<file path="src/hdl/text_console_writer_defines.svh">
// ----------------------------------------------------------------------------
// Text console writer: assertion macros
// Shared assertion forms for the console writer modules. The using module
// provides aclk and aresetn.
// ----------------------------------------------------------------------------
`ifndef TEXT_CONSOLE_WRITER_DEFINES_SVH
`define TEXT_CONSOLE_WRITER_DEFINES_SVH

// Same-cycle implication
`define TCW_ASSERT_IMP(name, ante, cons) \
    name: assert property (@(posedge aclk) disable iff (!aresetn) (ante) |-> (cons)) \
        else $error("text console writer: assertion failed");

// Next-cycle implication
`define TCW_ASSERT_NXT(name, ante, cons) \
    name: assert property (@(posedge aclk) disable iff (!aresetn) (ante) |=> (cons)) \
        else $error("text console writer: assertion failed");

`endif

</file>
<file path="src/hdl/tcw_pkg.sv">
// ----------------------------------------------------------------------------
// Text console writer package
// Grid geometry, opcodes, character constants and the shared payload types.
// ----------------------------------------------------------------------------
`default_nettype none

package tcw_pkg;

    localparam int ROWS       = 25;
    localparam int COLS       = 80;
    localparam int CELLS      = ROWS * COLS;
    localparam int BODY_CELLS = CELLS - COLS;

    localparam int ROW_W    = $clog2(ROWS);
    localparam int COL_W    = $clog2(COLS);
    localparam int ADDR_W   = $clog2(CELLS);
    localparam int CNT_W    = $clog2(CELLS + 1);
    localparam int CELL_W   = 16;
    localparam int CURSOR_W = 11;

    localparam logic [1:0] OP_PUT    = 2'd0;
    localparam logic [1:0] OP_PUT_AT = 2'd1;
    localparam logic [1:0] OP_CLEAR  = 2'd2;
    localparam logic [1:0] OP_READ   = 2'd3;

    localparam logic [7:0] NEWLINE_CODE       = 8'd10;
    localparam logic [7:0] SPACE_CODE         = 8'd32;
    localparam logic [7:0] CLEAR_ATTR         = 8'h0f;
    localparam logic [7:0] DEFAULT_ATTR_RESET = 8'h0f;

    typedef struct packed {
        logic [1:0] opcode;
        logic [7:0] char_code;
        logic [7:0] attribute;
        logic [4:0] row;
        logic [6:0] col;
    } tcw_in_t;

    typedef struct packed {
        logic [CURSOR_W-1:0] cursor_cell;
        logic [7:0]          cell_char;
        logic [7:0]          cell_attr;
        logic                scrolled;
    } tcw_out_t;

    typedef struct packed {
        logic [ADDR_W-1:0] idx;
        logic [ROW_W-1:0]  next_row;
        logic [COL_W-1:0]  next_col;
        logic              wrap;
    } tcw_pos_t;

    typedef struct packed {
        logic              we;
        logic [ADDR_W-1:0] wr_addr;
        logic [CELL_W-1:0] wr_data;
        logic              re;
        logic [ADDR_W-1:0] rd_addr;
    } tcw_mem_req_t;

endpackage

`default_nettype wire

</file>
<file path="src/hdl/tcw_pos_unit.sv">
// ----------------------------------------------------------------------------
// Text console writer position unit
// Shared row/column to cell index unit with the cursor advance rule.
// ----------------------------------------------------------------------------
`default_nettype none

module tcw_pos_unit (
    input  logic [tcw_pkg::ROW_W-1:0] row,
    input  logic [tcw_pkg::COL_W-1:0] col,
    input  logic                      newline,
    output tcw_pkg::tcw_pos_t         pos
);

    import tcw_pkg::*;

    logic adv_row;
    logic last_row;

    always_comb begin
        adv_row      = newline || (col == COL_W'(COLS - 1));
        last_row     = (row == ROW_W'(ROWS - 1));
        pos.idx      = ADDR_W'(row) * ADDR_W'(COLS) + ADDR_W'(col);
        pos.next_col = adv_row ? '0 : col + COL_W'(1);
        pos.next_row = (adv_row && !last_row) ? row + ROW_W'(1) : row;
        pos.wrap     = adv_row && last_row;
    end

endmodule

`default_nettype wire

</file>
<file path="src/hdl/tcw_seq.sv">
// ----------------------------------------------------------------------------
// Text console writer sequencer
// Steps each request through address, memory access, scroll and clear sweeps.
// ----------------------------------------------------------------------------
`default_nettype none
`include "text_console_writer_defines.svh"

module tcw_seq (
    input  logic                          aclk,
    input  logic                          aresetn,
    input  logic                          in_valid,
    input  tcw_pkg::tcw_in_t              in_data,
    output logic                          in_ready,
    input  logic [7:0]                    default_attr,
    output tcw_pkg::tcw_out_t             res,
    output logic                          res_valid,
    input  logic                          res_free,
    output tcw_pkg::tcw_mem_req_t         mem_req,
    input  logic [tcw_pkg::CELL_W-1:0]    mem_rd_data
);

    import tcw_pkg::*;

    localparam logic [2:0] ST_INIT   = 3'd0;
    localparam logic [2:0] ST_IDLE   = 3'd1;
    localparam logic [2:0] ST_ADDR   = 3'd2;
    localparam logic [2:0] ST_EXEC   = 3'd3;
    localparam logic [2:0] ST_RDATA  = 3'd4;
    localparam logic [2:0] ST_SCROLL = 3'd5;
    localparam logic [2:0] ST_CLEAR  = 3'd6;
    localparam logic [2:0] ST_DONE   = 3'd7;

    logic [2:0]        state_reg, state_next;
    logic [CNT_W-1:0]  cnt_reg, cnt_next;
    logic [ROW_W-1:0]  cur_row_reg, cur_row_next;
    logic [COL_W-1:0]  cur_col_reg, cur_col_next;
    logic              scroll_reg, scroll_next;

    logic [ADDR_W-1:0] wr_ptr_reg, wr_ptr_next;
    logic [1:0]        op_reg, op_next;
    logic [7:0]        ch_reg, ch_next;
    logic [7:0]        attr_reg, attr_next;
    logic [ROW_W-1:0]  tgt_row_reg, tgt_row_next;
    logic [COL_W-1:0]  tgt_col_reg, tgt_col_next;
    logic              range_ok_reg, range_ok_next;
    logic [ADDR_W-1:0] addr_reg, addr_next;
    logic [CELL_W-1:0] rdata_reg, rdata_next;

    logic [ROW_W-1:0]  pu_row;
    logic [COL_W-1:0]  pu_col;
    tcw_pos_t          pos;
    logic [CNT_W-1:0]  src_sum;
    logic              item_in_range;

    tcw_pos_unit u_pos (
        .row     (pu_row),
        .col     (pu_col),
        .newline (ch_reg == NEWLINE_CODE),
        .pos     (pos)
    );

    always_comb begin
        pu_row = (state_reg == ST_DONE) ? cur_row_reg : tgt_row_reg;
        pu_col = (state_reg == ST_DONE) ? cur_col_reg : tgt_col_reg;
    end

    always_comb begin
        state_next    = state_reg;
        cnt_next      = cnt_reg;
        cur_row_next  = cur_row_reg;
        cur_col_next  = cur_col_reg;
        scroll_next   = scroll_reg;
        wr_ptr_next   = wr_ptr_reg;
        op_next       = op_reg;
        ch_next       = ch_reg;
        attr_next     = attr_reg;
        tgt_row_next  = tgt_row_reg;
        tgt_col_next  = tgt_col_reg;
        range_ok_next = range_ok_reg;
        addr_next     = addr_reg;
        rdata_next    = rdata_reg;
        in_ready      = 1'b0;
        res_valid     = 1'b0;
        mem_req       = '0;
        src_sum       = cnt_reg + CNT_W'(COLS);
        item_in_range = (int'(in_data.row) < ROWS) && (int'(in_data.col) < COLS);

        case (state_reg)
            ST_INIT: begin
                mem_req.we      = 1'b1;
                mem_req.wr_addr = cnt_reg[ADDR_W-1:0];
                cnt_next        = cnt_reg + CNT_W'(1);
                if (cnt_reg == CNT_W'(CELLS - 1)) begin
                    state_next = ST_IDLE;
                end
            end
            ST_IDLE: begin
                in_ready = 1'b1;
                if (in_valid) begin
                    op_next   = in_data.opcode;
                    ch_next   = in_data.char_code;
                    attr_next = (in_data.attribute == 8'd0) ? default_attr
                                                            : in_data.attribute;
                    if (in_data.opcode == OP_PUT) begin
                        tgt_row_next  = cur_row_reg;
                        tgt_col_next  = cur_col_reg;
                        range_ok_next = 1'b1;
                    end else begin
                        tgt_row_next  = ROW_W'(in_data.row);
                        tgt_col_next  = COL_W'(in_data.col);
                        range_ok_next = item_in_range;
                    end
                    state_next = ST_ADDR;
                end
            end
            ST_ADDR: begin
                scroll_next = 1'b0;
                rdata_next  = '0;
                addr_next   = pos.idx;
                cnt_next    = '0;
                if (op_reg == OP_CLEAR) begin
                    cur_row_next = '0;
                    cur_col_next = '0;
                    scroll_next  = 1'b1;
                    state_next   = ST_CLEAR;
                end else if (!range_ok_reg) begin
                    state_next = ST_DONE;
                end else if (op_reg == OP_READ) begin
                    state_next = ST_EXEC;
                end else begin
                    cur_row_next = pos.next_row;
                    cur_col_next = pos.next_col;
                    scroll_next  = pos.wrap;
                    state_next   = ST_EXEC;
                end
            end
            ST_EXEC: begin
                if (op_reg == OP_READ) begin
                    mem_req.re      = 1'b1;
                    mem_req.rd_addr = addr_reg;
                    state_next      = ST_RDATA;
                end else begin
                    mem_req.we      = (ch_reg != NEWLINE_CODE);
                    mem_req.wr_addr = addr_reg;
                    mem_req.wr_data = {attr_reg, ch_reg};
                    state_next      = scroll_reg ? ST_SCROLL : ST_DONE;
                end
            end
            ST_RDATA: begin
                rdata_next = mem_rd_data;
                state_next = ST_DONE;
            end
            ST_SCROLL: begin
                // read one row ahead, write the cell fetched last cycle
                mem_req.re      = (cnt_reg < CNT_W'(BODY_CELLS));
                mem_req.rd_addr = src_sum[ADDR_W-1:0];
                mem_req.we      = (cnt_reg != '0);
                mem_req.wr_addr = wr_ptr_reg;
                mem_req.wr_data = (wr_ptr_reg < ADDR_W'(BODY_CELLS)) ? mem_rd_data : '0;
                wr_ptr_next     = cnt_reg[ADDR_W-1:0];
                cnt_next        = cnt_reg + CNT_W'(1);
                if (cnt_reg == CNT_W'(CELLS)) begin
                    state_next = ST_DONE;
                end
            end
            ST_CLEAR: begin
                mem_req.we      = 1'b1;
                mem_req.wr_addr = cnt_reg[ADDR_W-1:0];
                mem_req.wr_data = (cnt_reg < CNT_W'(BODY_CELLS)) ? {CLEAR_ATTR, SPACE_CODE}
                                                                 : '0;
                cnt_next        = cnt_reg + CNT_W'(1);
                if (cnt_reg == CNT_W'(CELLS - 1)) begin
                    state_next = ST_DONE;
                end
            end
            ST_DONE: begin
                res_valid = 1'b1;
                if (res_free) begin
                    state_next = ST_IDLE;
                end
            end
            default: begin
                state_next = ST_INIT;
            end
        endcase
    end

    always_comb begin
        res.cursor_cell = CURSOR_W'(pos.idx);
        res.cell_char   = rdata_reg[7:0];
        res.cell_attr   = rdata_reg[15:8];
        res.scrolled    = scroll_reg;
    end

    always_ff @(posedge aclk) begin
        if (!aresetn) begin
            state_reg   <= ST_INIT;
            cnt_reg     <= '0;
            cur_row_reg <= '0;
            cur_col_reg <= '0;
            scroll_reg  <= 1'b0;
        end else begin
            state_reg   <= state_next;
            cnt_reg     <= cnt_next;
            cur_row_reg <= cur_row_next;
            cur_col_reg <= cur_col_next;
            scroll_reg  <= scroll_next;
        end
    end

    always_ff @(posedge aclk) begin
        wr_ptr_reg   <= wr_ptr_next;
        op_reg       <= op_next;
        ch_reg       <= ch_next;
        attr_reg     <= attr_next;
        tgt_row_reg  <= tgt_row_next;
        tgt_col_reg  <= tgt_col_next;
        range_ok_reg <= range_ok_next;
        addr_reg     <= addr_next;
        rdata_reg    <= rdata_next;
    end

    `TCW_ASSERT_IMP(a_cursor_in_grid, 1'b1, (int'(cur_row_reg) < ROWS) && (int'(cur_col_reg) < COLS))
    `TCW_ASSERT_IMP(a_idle_no_write, state_reg == ST_IDLE, !mem_req.we)
    `TCW_ASSERT_IMP(a_scroll_lag, (state_reg == ST_SCROLL) && (cnt_reg != '0), wr_ptr_reg == ADDR_W'(cnt_reg - CNT_W'(1)))
    `TCW_ASSERT_NXT(a_done_release, (state_reg == ST_DONE) && res_free, state_reg == ST_IDLE)
    `TCW_ASSERT_NXT(a_clear_home, (state_reg == ST_CLEAR) && (cnt_reg == CNT_W'(CELLS - 1)), (cur_row_reg == '0) && (cur_col_reg == '0) && scroll_reg)

endmodule

`default_nettype wire

</file>
<file path="config.mk">
export PLATFORM = sky130hd
export DESIGN_NAME = tcw_seq
export DESIGN_NICKNAME = d
export VERILOG_FILES = /design/src/hdl/tcw_pkg.sv /design/src/hdl/tcw_pos_unit.sv /design/src/hdl/tcw_seq.sv
export VERILOG_INCLUDE_DIRS = /design/src /design/src/hdl
export SDC_FILE = /design/constraint.sdc
export NUM_CORES = 1
export LEC_CHECK = 0
export ABC_AREA = 1
export BUFFER_PORTS_ARGS = -buffer_cell sky130_fd_sc_hd__buf_2
export CAP_MARGIN = 20
export CORE_ASPECT_RATIO = 1.5
export CORE_UTILIZATION = 45
export CTS_CLUSTER_DIAMETER = 80
export DETAILED_ROUTE_END_ITERATION = 8
export PLACE_DENSITY = 0.73
export SLEW_MARGIN = 25
export SYNTH_ARGS = -nofsm -noshare
export SYNTH_HDL_FRONTEND = slang
export SYNTH_HIERARCHICAL = 1
export SYNTH_SLANG_ARGS = --single-unit
</file>
<file path="constraint.sdc">
create_clock -name aclk -period 4.5 [get_ports aclk]
set_clock_uncertainty 0.1 [all_clocks]
set_input_delay 0.675 -clock aclk [delete_from_list [all_inputs] [get_ports aclk]]
set_output_delay 0.675 -clock aclk [all_outputs]
set_load 0.05 [all_outputs]
</file>
Word-level counts from Yosys, hierarchy flattened
Cells that the tools add are included.
{"block": "op_classes", "order_cmp": 4, "addsub": 5, "muxes": 37, "n_eq_ne": 21, "reduce_logical": 17, "mul": 1}
{"op": "one-hot mux 16 bit (3 select lines)", "n": 1}
{"op": "two-way mux 7 bit", "n": 6}
{"op": "one-hot mux 12 bit (3 select lines)", "n": 1}
{"op": "one-hot mux 16 bit (2 select lines)", "n": 1}
{"op": "two-way mux 5 bit", "n": 6}
{"op": "two-way mux 28 bit", "n": 1}
{"op": "two-way mux 12 bit", "n": 2}
{"op": "one-hot mux 12 bit (2 select lines)", "n": 1}
{"op": "one-hot mux 3 bit (8 select lines)", "n": 1}
{"op": "== test 11 bit, second input constant", "n": 2}
{"op": "less-than comparator 11 bit, second input constant", "n": 2}
{"op": "one-hot mux 11 bit (2 select lines)", "n": 1}
{"op": "two-way mux 3 bit", "n": 7}
{"op": "two-way mux 16 bit", "n": 1}
{"op": "== test 3 bit, second input constant", "n": 4}
{"op": "!= test 2 bit, second input constant", "n": 6}
{"op": "adder 11 x 1 -> 11 bit, second input constant", "n": 1}
{"op": "adder 11 x 7 -> 11 bit", "n": 1}
{"op": "adder 11 x 7 -> 11 bit, second input constant", "n": 1}
{"op": "nonzero test 11 bit", "n": 1}
{"op": "== test 8 x 4 -> 1 bit, second input constant", "n": 1}
{"op": "logical NOT 8 bit", "n": 1}
{"op": "two-way mux 8 bit", "n": 1}
{"op": "!= test 8 x 4 -> 1 bit, second input constant", "n": 1}
{"op": "23 further kinds", "n": 34}
{"block": "totals", "out_inout_bits": 70, "reg_bits": 96, "inputBits": 58}

Longest topological paths before layout
Gate-level depths: netlist of run 1.
{"block": "depth", "depth_word": 9, "mapped_depth": 16, "mapped_depth_nobuf": 14}

Cells and area by module
Netlist of run 1, hierarchy kept.
{"mod": "tcw_seq", "area_each_um2": 4729.5, "n_inst": 1, "seq_area_each_um2": 2612.5, "cells_each": 539}
{"mod": "tcw_pos_unit", "area_each_um2": 661.9, "n_inst": 1, "seq_area_each_um2": 0.0, "cells_each": 110}

Least setup slack after synthesis of run 1
No wires, ideal clock.
{"block": "synth_timing", "path_kind": "register -> output", "start": "reg state_reg[1]", "end": "out res[26] (netlist bit)", "n_path_buf": 0, "setup_slack_ns": 0.415, "stages_incl_launch_ff": 12, "arrival_time_ns": 3.310, "cell_sequence": "dfxtp_1 -> nand3_1 -> inv_1 -> nand2_1 -> nand2_1 -> ha_1 -> ha_1 -> fa_1 -> nand2_1 -> inv_1 -> nand2_1 -> xnor2_1"}
{"item": "from (decl)", "line_no": "tcw_seq.sv:33", "rtl": "logic [2:0] state_reg, state_next;"}
{"item": "from (signal assigned)", "line_no": "tcw_seq.sv:203", "rtl": "state_reg <= state_next;"}
{"item": "to (decl)", "line_no": "tcw_seq.sv:15", "rtl": "output tcw_pkg::tcw_out_t res,"}

==> results by group, run 1 <==
Placed design
  • Placer Congestion: 0.898
  • Hpwl dp: 11.1 mm
  • Worst slack, placed: 0.774 ns
  • Port bufs: 127

Logic synthesis
  • #FFs+latches synth: 96
  • Yosys cell types: 42
  • Post-synthesis cell area: approximately 5400 um2
  • Dominant synthesized flop cell: edfxtp_1
  • Top cells by count, synth: 164 x nand2_1, 86 x inv_1, 69 x edfxtp_1
  • EDFF count, synth: 69
  • Syn avg cell area: 8.31 um2
  • Syn nets: 726
  • Post-Syn Instances: approximately 650
  • Yosys top cell area share: 0.384
  • Yosys top cell by area: edfxtp_1
  • Warnings from Yosys: 6
  • Ys async rst share: 0
  • Top cells by area, synth: edfxtp_1 38%, nand2_1 11%, dfxtp_1 10%
  • Top-count cell post-synth: nand2_1
  • Post-synthesis sequential area ratio: 0.485

Pwr
  • Pwr Density: 565 nW/um2
  • Internal power: 0.00195 W
  • Gate power share: 0.436
  • Sequential Power Share: 0.347
  • Switching Share: 0.461
  • Pwr Total: roughly 0.0036 W
  • Leakage: 2.91 nW
  • Maximum vdd ir drop: 243 uV
  • Clk pwr share: 0.217
  • Net Switching: 0.00166 W

Worst setup path
  • Cells along the critical path: nand3_1 -> buf_4 -> nand2_1 -> nand2_1 -> ha_1 -> ha_1 -> fa_1 -> nand2_1 -> inv_1 -> nand3_1 -> inv_1 -> nand3_1 -> nand2_1 -> buf_2
  • Crit. End Element: output pin
  • Kind of critical path: reg -> out
  • Slowest stage delay, CP: 0.53 ns
  • Cell mode on critical path: nand2_1
  • Worst path required time: 3.72 ns
  • CP startpoint kind: register
  • Crit-path max FO: 20
  • Slowest CP cell: fa_1
  • Arrival @ worst endpoint: 3.36 ns

Timing
  • Final-report hold violation count: 0
  • Worst-Margin Slew: roughly 0.8 ns
  • Final worst slack: approximately 0.36 ns
  • Tcrit/Tclk final: 0.920
  • Slew headroom: 0.459
  • TNS Setup: 0 ns
  • Minimum clock period: roughly 4.1 ns
  • Final setup violating endpoints: 0
  • Pins over their slew limit: 0
  • Fmax: 242 MHz
  • RSZ-0062 raised after global routing: false

Global route
  • Largest net degree at the start of global routing: 24
  • First-pass GRT wire length: 22.9 mm
  • Initial antenna violation count: 2
  • Grt total ovfl: 0
  • GRT Total Usage: 0.237
  • Vias in the first global route: just under 5000

Routing
  • Drt pass-1 iters: 5
  • Detailed-route vias per instance: 5.22
  • DRT Wirelength: 14.2 mm
  • Wire per inst: about 15 um
  • Vias: 4819
  • DRC violations left: 0
  • Post-DRT Antenna Nets: 0
  • Initial DRC count: 254

Clocking
  • Clk_lat worst skew: around 0.34 ns
  • CTS max path bufs: 2
  • Clock transition at path regs: roughly 0.070 ns
  • Cts bufs inserted: 9
  • CTS tree: yes
  • Clk sinks: 96
  • H-tree Lvls: 3
  • Post-cts sizing count: 0
  • Postcts setup bufs: 0
  • CTS Hold Bufs: 0
  • Root buffer cell: clkbuf_16

Run status
  • Status: completed

Floorplanning
  • # IOs: 128
  • Initial Util: 0.465
  • DIE HEIGHT: approximately 140 um
  • FP Rows: between 40 and 50
  • Die area: 12400 um2
  • CORE AREA: 11600 um2
  • Die W: 91.4 um

Layout
  • Fin util: 0.551
  • Share of layout cells above drive strength 1: 0.224
  • Max FFs per register: 16
  • Total Nets Final: ~840
  • Area grow syn2layout: 18.4%

Flow run
  • Max cap viols: 0

Min path
  • Worst Hold Class: reg -> reg
-- per-layer routing --
| metal | routed length, um | track usage | vias up |
|---|---|---|---|
| li1 | - | - | 2385 |
| met1 | 5470 | 0.256 | 2203 |
| met2 | 7400 | 0.428 | 184 |
| met3 | 718 | 0.0431 | 47 |
| met4 | 648 | 0.146 | 0 |
| met5 | 0 | 0 | - |
-- placed cells by master, fill, tap and decap left out, types with 3 or more instances in the layout --
| cell | count |
|---|---|
| inv_6 | 3 |
| inv_2 | 4 |
| nor4_1 | 3 |
| o21ai_0 | 53 |
| nand2_2 | 4 |
| o21ai_1 | 7 |
| o21bai_1 | 8 |
| nand3_2 | 4 |
| o22ai_1 | 8 |
| buf_2 | 127 |
| o211ai_1 | 4 |
| nand3_1 | 38 |
| dfxtp_1 | 27 |
| clkbuf_16 | 9 |
| ha_1 | 17 |
| nand2_1 | 164 |
| inv_1 | 86 |
| clkinv_1 | 3 |
| nor2_2 | 4 |
| nand4_1 | 5 |
| a21oi_1 | 28 |
| nor2_1 | 54 |
| a22oi_1 | 10 |
| edfxtp_1 | 69 |
| xor2_1 | 3 |
| buf_4 | 5 |
| nor3_1 | 4 |
-- worst paths after layout --
path / startpoint / endpoint / slack [ns] / cells past startpoint
min: cur_col_reg[4]$_SDFFE_PN0P_ / cur_col_reg[4]$_SDFFE_PN0P_ / 0.37 / 2
min reg2reg: cur_col_reg[4]$_SDFFE_PN0P_ / cur_col_reg[4]$_SDFFE_PN0P_ / 0.37 / 2
max reg2reg: state_reg[2]$_SDFFE_PN0P_ / addr_reg[10]$_DFFE_PP_ / 1.47 / 12
max: state_reg[2]$_SDFFE_PN0P_ / res[27] / 0.36 / 14
-- power by group through the flow --
stage	logic (W)	clock network, W	registers, W
final	0.00157	0.000784	0.00125
after global placement	0.00155	0	0.00126
after floorplan	0.00110	0	0.00142
after global routing	0.00170	0.000831	0.00127
after detailed placement	0.00157	0	0.00127
after CTS	0.00158	0.000793	0.00125
-- critical path: cells and delay by family, from the launching register on --
family,cells,cell delay [ns]
adders and majority gates,3,1.13
and+or+nand+nor,7,0.75
buffers and inverters,4,0.63
DFF,1,0.51
-- cells by family (layout without fill, tap and decap cells) --
group	count (synthesis)	in the layout	synth area share
flops	96	96	0.485
simple gates	285	285	0.228
other cells	0	2	0
buf+inv	119	241	0.0977
xor+xnor	5	5	0.00812
compound gates	125	125	0.135
fa+ha+maj	19	19	0.0469
-- cell type report --
| type | count | area, um2 |
|---|---|---|
| fill | 1121 | 5210 |
| sequential | 96 | 2610 |
| multi-input combinational | 434 | 2250 |
| timing repair buffer | 132 | 673 |
| inverter | 93 | 350 |
| clock buffer | 9 | 225 |
| tap | 150 | 188 |
| clock inverter | 7 | 76.3 |
| antenna | 2 | 5.00 |
-- per-stage QoR --
step / cell area (um2) / std cells / hold slack, ns
after floorplan: 5390 / 649 / 0.307
after global placement: 6080 / 905 / 0.353
after detailed placement: 6080 / 905 / 0.363
after CTS: 6380 / 921 / 0.373
after global routing: 6380 / 923 / 0.393
final: 6380 / 923 / 0.370
(Power assumes the default switching activity.)
==> run 2: changes to the inputs <==
--- a/config.mk
+++ b/config.mk
@@ -13,8 +13,7 @@
 export CORE_UTILIZATION = 45
 export CTS_CLUSTER_DIAMETER = 80
 export DETAILED_ROUTE_END_ITERATION = 8
-export PLACE_DENSITY = 0.73
-export SLEW_MARGIN = 25
+export PLACE_DENSITY = 0.69
 export SYNTH_ARGS = -nofsm -noshare
 export SYNTH_HDL_FRONTEND = slang
 export SYNTH_HIERARCHICAL = 1
==> run 2 against run 1 <==
Against the previous run:
- clock power grew 2%
- setup slack lost 0.060 ns
- hold slack gained 0.0053 ns
- utilization grew 0.097 points
- die area is the same
- critical endpoint unchanged
- clock-buffer cell count is the same
==> results by group, run 2 (same netlist as run 1, synthesis figures left out) <==
Worst setup path
  • Crit path max-delay family: adder cells
  • Slowest stage delay, CP: 0.52 ns (about the same)
  • Kind of critical path: reg -> out
  • Arrival @ worst endpoint: 3.43 ns (+0.07 ns)
  • Cells along the critical path: nand3_1 -> inv_2 -> nand2_1 -> nand2_1 -> ha_1 -> ha_1 -> fa_1 -> nand2_1 -> inv_1 -> nand3_1 -> inv_1 -> nand3_1 -> nand2_1 -> buf_2
  • Worst path required time: 3.72 ns (about the same)
  • Cell mode on critical path: nand2_1
  • CP startpoint kind: register
  • WP buf/inv: 4 (unchanged)
  • Crit. End Element: output pin
  • Reg2Reg Setup Slack: 1.34 ns (-0.13 ns)
  • Crit-path max FO: 8 (-60%)
  • Slowest CP cell: fa_1

Floorplanning
  • Die area: 12400 um2 (unchanged)
  • DIE HEIGHT: 136 um (unchanged)
  • Die W: 91.4 um (unchanged)
  • # IOs: 128 (unchanged)
  • FP Rows: 48 (unchanged)
  • CORE AREA: 11600 um2 (unchanged)
  • Initial Util: 0.465 (unchanged)

Layout
  • Share of layout cells above drive strength 1: 0.228 (+0.00360)
  • Area occupied by multi-input gates: 2250 um2 (unchanged)
  • Commonest non-fill, non-tap cell in the layout: nand2_1
  • Most frequent cells in the layout: 164 x nand2_1, 127 x buf_2, 85 x inv_1
  • Fin util: 0.552 (+0.000971)
  • Layout Cells excl Fill: 922 (-0.11%)
  • Design Area, Final: 6400 um2 (+0.18%)
  • Sequential cell area: 2610 um2 (unchanged)
  • Total Nets Final: 844 (+0.12%)
  • Max FFs per register: 16 (unchanged)
  • Fill cells: 1075 (-4.1%)
  • N_diodes: 0 (-2)
  • Area grow syn2layout: 18.6%

Routing
  • Initial DRC count: 211 (-17%)
  • Wire per inst: 15.2 um (-1.7%)
  • Vias: 4808 (-0.23%)
  • Drt pass-1 iters: 5 (unchanged)
  • Post-DRT Antenna Nets: 0 (unchanged)
  • DRT Wirelength: 14.0 mm (-1.8%)
  • Detailed-route vias per instance: 5.21 (-0.12%)
  • DRC violations left: 0 (unchanged)

Timing
  • Tcrit/Tclk final: 0.933 (+0.0134)
  • Fmax: 238 MHz (-1.4%)
  • Final-report hold violation count: 0 (unchanged)
  • Minimum clock period: 4.20 ns (+0.0602 ns)
  • Slew headroom: 0.481 (+0.0220)
  • TNS Setup: 0 ns (unchanged)
  • Pins over their slew limit: 0 (unchanged)
  • RSZ-0062 raised after global routing: false
  • Final setup violating endpoints: 0 (unchanged)
  • Worst-Margin Slew: 0.775 ns (-0.0288 ns)
  • Final worst slack: 0.300 ns (-0.0602 ns)

Clocking
  • CTS tree: yes
  • Cts bufs inserted: 9 (unchanged)
  • CTS Hold Bufs: 0 (unchanged)
  • H-tree Lvls: 3 (unchanged)
  • Root buffer cell: clkbuf_16
  • Postcts setup bufs: 0 (unchanged)
  • CTS max path bufs: 2 (unchanged)
  • Clk sinks: 96 (unchanged)
  • Clk_lat worst skew: 0.35 ns (about the same)
  • Clock transition at path regs: 0.07 ns (about the same)

Flow run
  • Max cap viols: 0 (unchanged)

Pwr
  • Switching Share: 0.463 (+0.00192)
  • Gate power share: 0.436 (about the same)
  • Net Switching: 0.00168 W (+1.0%)
  • Sequential Power Share: 0.343 (-0.004)
  • Maximum vdd ir drop: 282 uV (+16%)
  • Leakage: 2.91 nW (about the same)
  • Clk pwr share: 0.221 (+0.004)
  • Pwr Density: 568 nW/um2 (+0.40%)
  • Internal power: 0.00195 W (+0.22%)

Placed design
  • Placer Congestion: 0.897 (-0.18%)
  • Placed Cells: 906 (+0.11%)
  • Placed cell areas: 6090 um2 (+0.12%)
  • Hpwl dp: 10.8 mm (-2.7%)
  • Port bufs: 127 (unchanged)
  • Worst slack, placed: 0.656 ns (-0.118 ns)

Global route
  • Largest net degree at the start of global routing: 32 (+33%)
  • Grt total ovfl: 0 (unchanged)
  • Vias in the first global route: 4776 (-2.0%)
  • First-pass GRT wire length: 22.6 mm (-1.1%)
  • GRT Total Usage: 0.234 (-0.00252)
  • Initial antenna violation count: 0 (-2)

Run status
  • Status: completed

Min path
  • Worst Hold Class: reg -> reg
run 2: worst register-to-register path, delay by kind of cell, from the launching register on:
kind                       cells  cell delay, ns
buffers and inverters          1            0.28
adders and majority gates      1            0.35
AOI/OAI and AO/OA              3            1.14
DFF                            1            0.51
and+or+nand+nor                5            0.69
run 2: area by class of cell:
type                       count  area share
timing repair buffer         133       0.106
clock inverter                 7      0.0133
sequential                    96       0.408
multi-input combinational    434       0.353
clock buffer                   9      0.0352
inverter                      93      0.0548
tap                          150      0.0293
run 2: power groups by stage:
stage	Sequential (W)	Clock (W)	Combinational (W)
floorplan	0.00142	0	0.00110
global placement	0.00126	0	0.00156
detailed placement	0.00127	0	0.00158
CTS	0.00125	0.000812	0.00158
global route	0.00126	0.000844	0.00170
finish	0.00125	0.000803	0.00158
run 2: layer usage:
layer	global-route usage	share of wire	up-vias
met5	0	0	-
met4	0.116	0.033	0
met3	0.0397	0.045	37
met2	0.441	0.54	156
met1	0.252	0.38	2230
li1	-	-	2385
run 2: per-stage QoR:
step           hold slack, ns  power, W
6_report                0.375   0.00363
5_1_grt                 0.392   0.00380
4_1_cts                 0.371   0.00364
3_5_place_dp            0.361   0.00284
3_3_place_gp            0.353   0.00282
2_1_floorplan           0.307   0.00252
run 2: worst paths after layout:
kind | endpoint | cells past startpoint | start
max reg2reg | cur_row_reg[1]$_SDFFE_PN0P_ | 10 | state_reg[2]$_SDFFE_PN0P_
min reg2reg | cur_col_reg[3]$_SDFFE_PN0P_ | 2 | cur_col_reg[3]$_SDFFE_PN0P_
min | cur_col_reg[3]$_SDFFE_PN0P_ | 2 | cur_col_reg[3]$_SDFFE_PN0P_
max | res[27] | 14 | state_reg[2]$_SDFFE_PN0P_
run 2: timing repair:
item,in CTS,in global routing
resized for setup,0,1
endpoints found under the setup margin,0,2
endpoints found under the hold margin,0,0
==> run 3: changes to the inputs <==
--- a/config.mk
+++ b/config.mk
@@ -14,6 +14,7 @@
 export CTS_CLUSTER_DIAMETER = 80
 export DETAILED_ROUTE_END_ITERATION = 8
 export PLACE_DENSITY = 0.69
+export RECOVER_POWER = 50
 export SYNTH_ARGS = -nofsm -noshare
 export SYNTH_HDL_FRONTEND = slang
 export SYNTH_HIERARCHICAL = 1
==> run 3 against run 2 <==
Against the previous run:
- power shrank 0.64%
- sequential cell count is the same
- cell count is the same
- hold slack is essentially flat
- global-route usage is the same
- clock-buffer cell count is the same
- non-clock buffer count is the same
- first-iteration DRC count grew 14%
- sequential power is essentially flat
- the flow now finishes with violations (capacitance limit, slew limit)
- largest power group unchanged
- largest cell class unchanged
- setup slack gained 0.014 ns
- clock power is essentially flat
- routed wire length grew 0.69%
==> results by group, run 3 (same netlist as run 1, synthesis figures left out) <==
Routing
  • Wire per inst: 15.3 um (+0.69%)
  • Post-DRT Antenna Nets: 0 (unchanged)
  • DRC violations left: 0 (unchanged)
  • Initial DRC count: 241 (+14%)
  • Detailed-route vias per instance: 5.25 (+0.64%)
  • Drt pass-1 iters: 5 (unchanged)
  • DRT Wirelength: 14.1 mm (+0.69%)
  • Vias: 4839 (+0.64%)

Worst setup path
  • Slowest stage delay, CP: 0.93 ns (+0.41 ns)
  • Cells along the critical path: nand3_1 -> inv_1 -> nand2_1 -> o211ai_1 -> buf_2
  • Worst path required time: 3.72 ns (about the same)
  • Crit. End Element: output pin
  • Slowest CP cell: inv_1
  • Crit-path max FO: 30 (+22)
  • Kind of critical path: reg -> out
  • CP startpoint kind: register
  • Arrival @ worst endpoint: 3.41 ns (-0.02 ns)

Clocking
  • Postcts setup bufs: 0 (unchanged)
  • Clk sinks: 96 (unchanged)
  • Root buffer cell: clkbuf_16
  • Clk_lat worst skew: 0.35 ns (about the same)
  • CTS max path bufs: 2 (unchanged)
  • Cts bufs inserted: 9 (unchanged)
  • Clock transition at path regs: 0.07 ns (about the same)
  • CTS tree: yes
  • H-tree Lvls: 3 (unchanged)

Placed design
  • Placed Cells: 906 (unchanged)
  • Hpwl dp: 10.8 mm (unchanged)
  • Placer Congestion: 0.897 (unchanged)
  • Port bufs: 127 (unchanged)

Timing
  • Minimum clock period: 4.19 ns (-0.0135 ns)
  • Final setup violating endpoints: 0 (unchanged)
  • Worst-Margin Slew: 1.64 ns (+0.864 ns)
  • RSZ-0062 raised after global routing: false
  • Min Hold Slack: 0.375 ns (-0.000309 ns)
  • Slew headroom: -0.0927 (-0.573)
  • Pins over their slew limit: 32 (+32)
  • Final-report hold violation count: 0 (unchanged)
  • Fmax: 239 MHz (+0.32%)
  • TNS Setup: 0 ns (unchanged)
  • Tcrit/Tclk final: 0.930 (-0.00301)

Min path
  • Worst Hold Class: reg -> reg

Global route
  • First-pass GRT wire length: 22.6 mm (unchanged)
  • Vias in the first global route: 4776 (unchanged)
  • Initial antenna violation count: 0 (unchanged)
  • Largest net degree at the start of global routing: 32 (unchanged)
  • Grt total ovfl: 0 (unchanged)
  • GRT Total Usage: 0.234 (unchanged)

Layout
  • N_diodes: 0 (unchanged)
  • Share of layout cells above drive strength 1: 0.194 (-0.0337)
  • Commonest non-fill, non-tap cell in the layout: nand2_1
  • Most frequent cells in the layout: 164 x nand2_1, 107 x buf_2, 86 x inv_1
  • Total Nets Final: 844 (unchanged)
  • Fin util: 0.547 (-0.00443)
  • Area grow syn2layout: 17.7%
  • Layout Cells excl Fill: 922 (unchanged)
  • Max FFs per register: 16 (unchanged)

Flow run
  • Max cap viols: 1 (+1)

Run status
  • Violated checks: capacitance limit, slew limit
  • Status: complete, but fails checks

Pwr
  • Pwr Total: 0.00361 W (-0.64%)
  • Maximum vdd ir drop: 276 uV (-2.2%)
  • Leakage: 2.85 nW (-2.2%)
  • Pwr Density: 569 nW/um2 (+0.16%)

Floorplanning
  • CORE AREA: 11600 um2 (unchanged)
  • Die W: 91.4 um (unchanged)
  • FP Rows: 48 (unchanged)
  • Initial Util: 0.465 (unchanged)
  • Die area: 12400 um2 (unchanged)
  • # IOs: 128 (unchanged)
  • DIE HEIGHT: 136 um (unchanged)
[run 3: metal layers]
metal | wire length (um) | GRT usage
met1 | 5350 | 0.252
met2 | 7580 | 0.441
met3 | 654 | 0.0397
met4 | 487 | 0.116
met5 | 0 | 0
[run 3: path summary, 6_finish.rpt]
kind / start / endpoint / slack, ns / depth (start not counted)
worst min-delay path: cur_col_reg[3]$_SDFFE_PN0P_ / cur_col_reg[3]$_SDFFE_PN0P_ / 0.37 / 2
worst max-delay path: state_reg[2]$_SDFFE_PN0P_ / mem_req[23] / 0.31 / 5
worst max register to register: state_reg[2]$_SDFFE_PN0P_ / cur_row_reg[1]$_SDFFE_PN0P_ / 1.41 / 10
worst min register to register: cur_col_reg[3]$_SDFFE_PN0P_ / cur_col_reg[3]$_SDFFE_PN0P_ / 0.37 / 2
[run 3: stage by stage]
step | cell area (um2) | setup slack, ns
floorplan | 5390 | 0.415
global placement | 6090 | 0.750
detailed placement | 6090 | 0.656
CTS | 6400 | 0.271
global route | 6340 | 0.0564
finish | 6340 | 0.313
[run 3: repair_timing]
action,4_1_cts,5_1_grt
hold buffers,0,0
setup endpoints to repair,0,2
gates resized for setup,0,1
hold endpoints to repair,0,0
[run 3: power breakdown]
part / switching, W / internal [W] / total [W]
clock network: 0.000362 / 0.000443 / 0.000804
logic: 0.00123 / 0.000324 / 0.00156
registers: 0.0000785 / 0.00117 / 0.00124
[run 3: critical path, delay by kind of cell (launching register included)]
family	cells	cell delay, ns
buf+inv	2	1.25
compound gates	1	0.37
simple gates	2	0.97
flops	1	0.47
[run 3: cell type report]
cell class                 count  area, um2
timing repair buffer         133        652
multi-input combinational    434       2230
fill                        1084       5250
clock buffer                   9        225
clock inverter                 7       85.1
tap                          150        188
inverter                      93        350
sequential                    96       2610
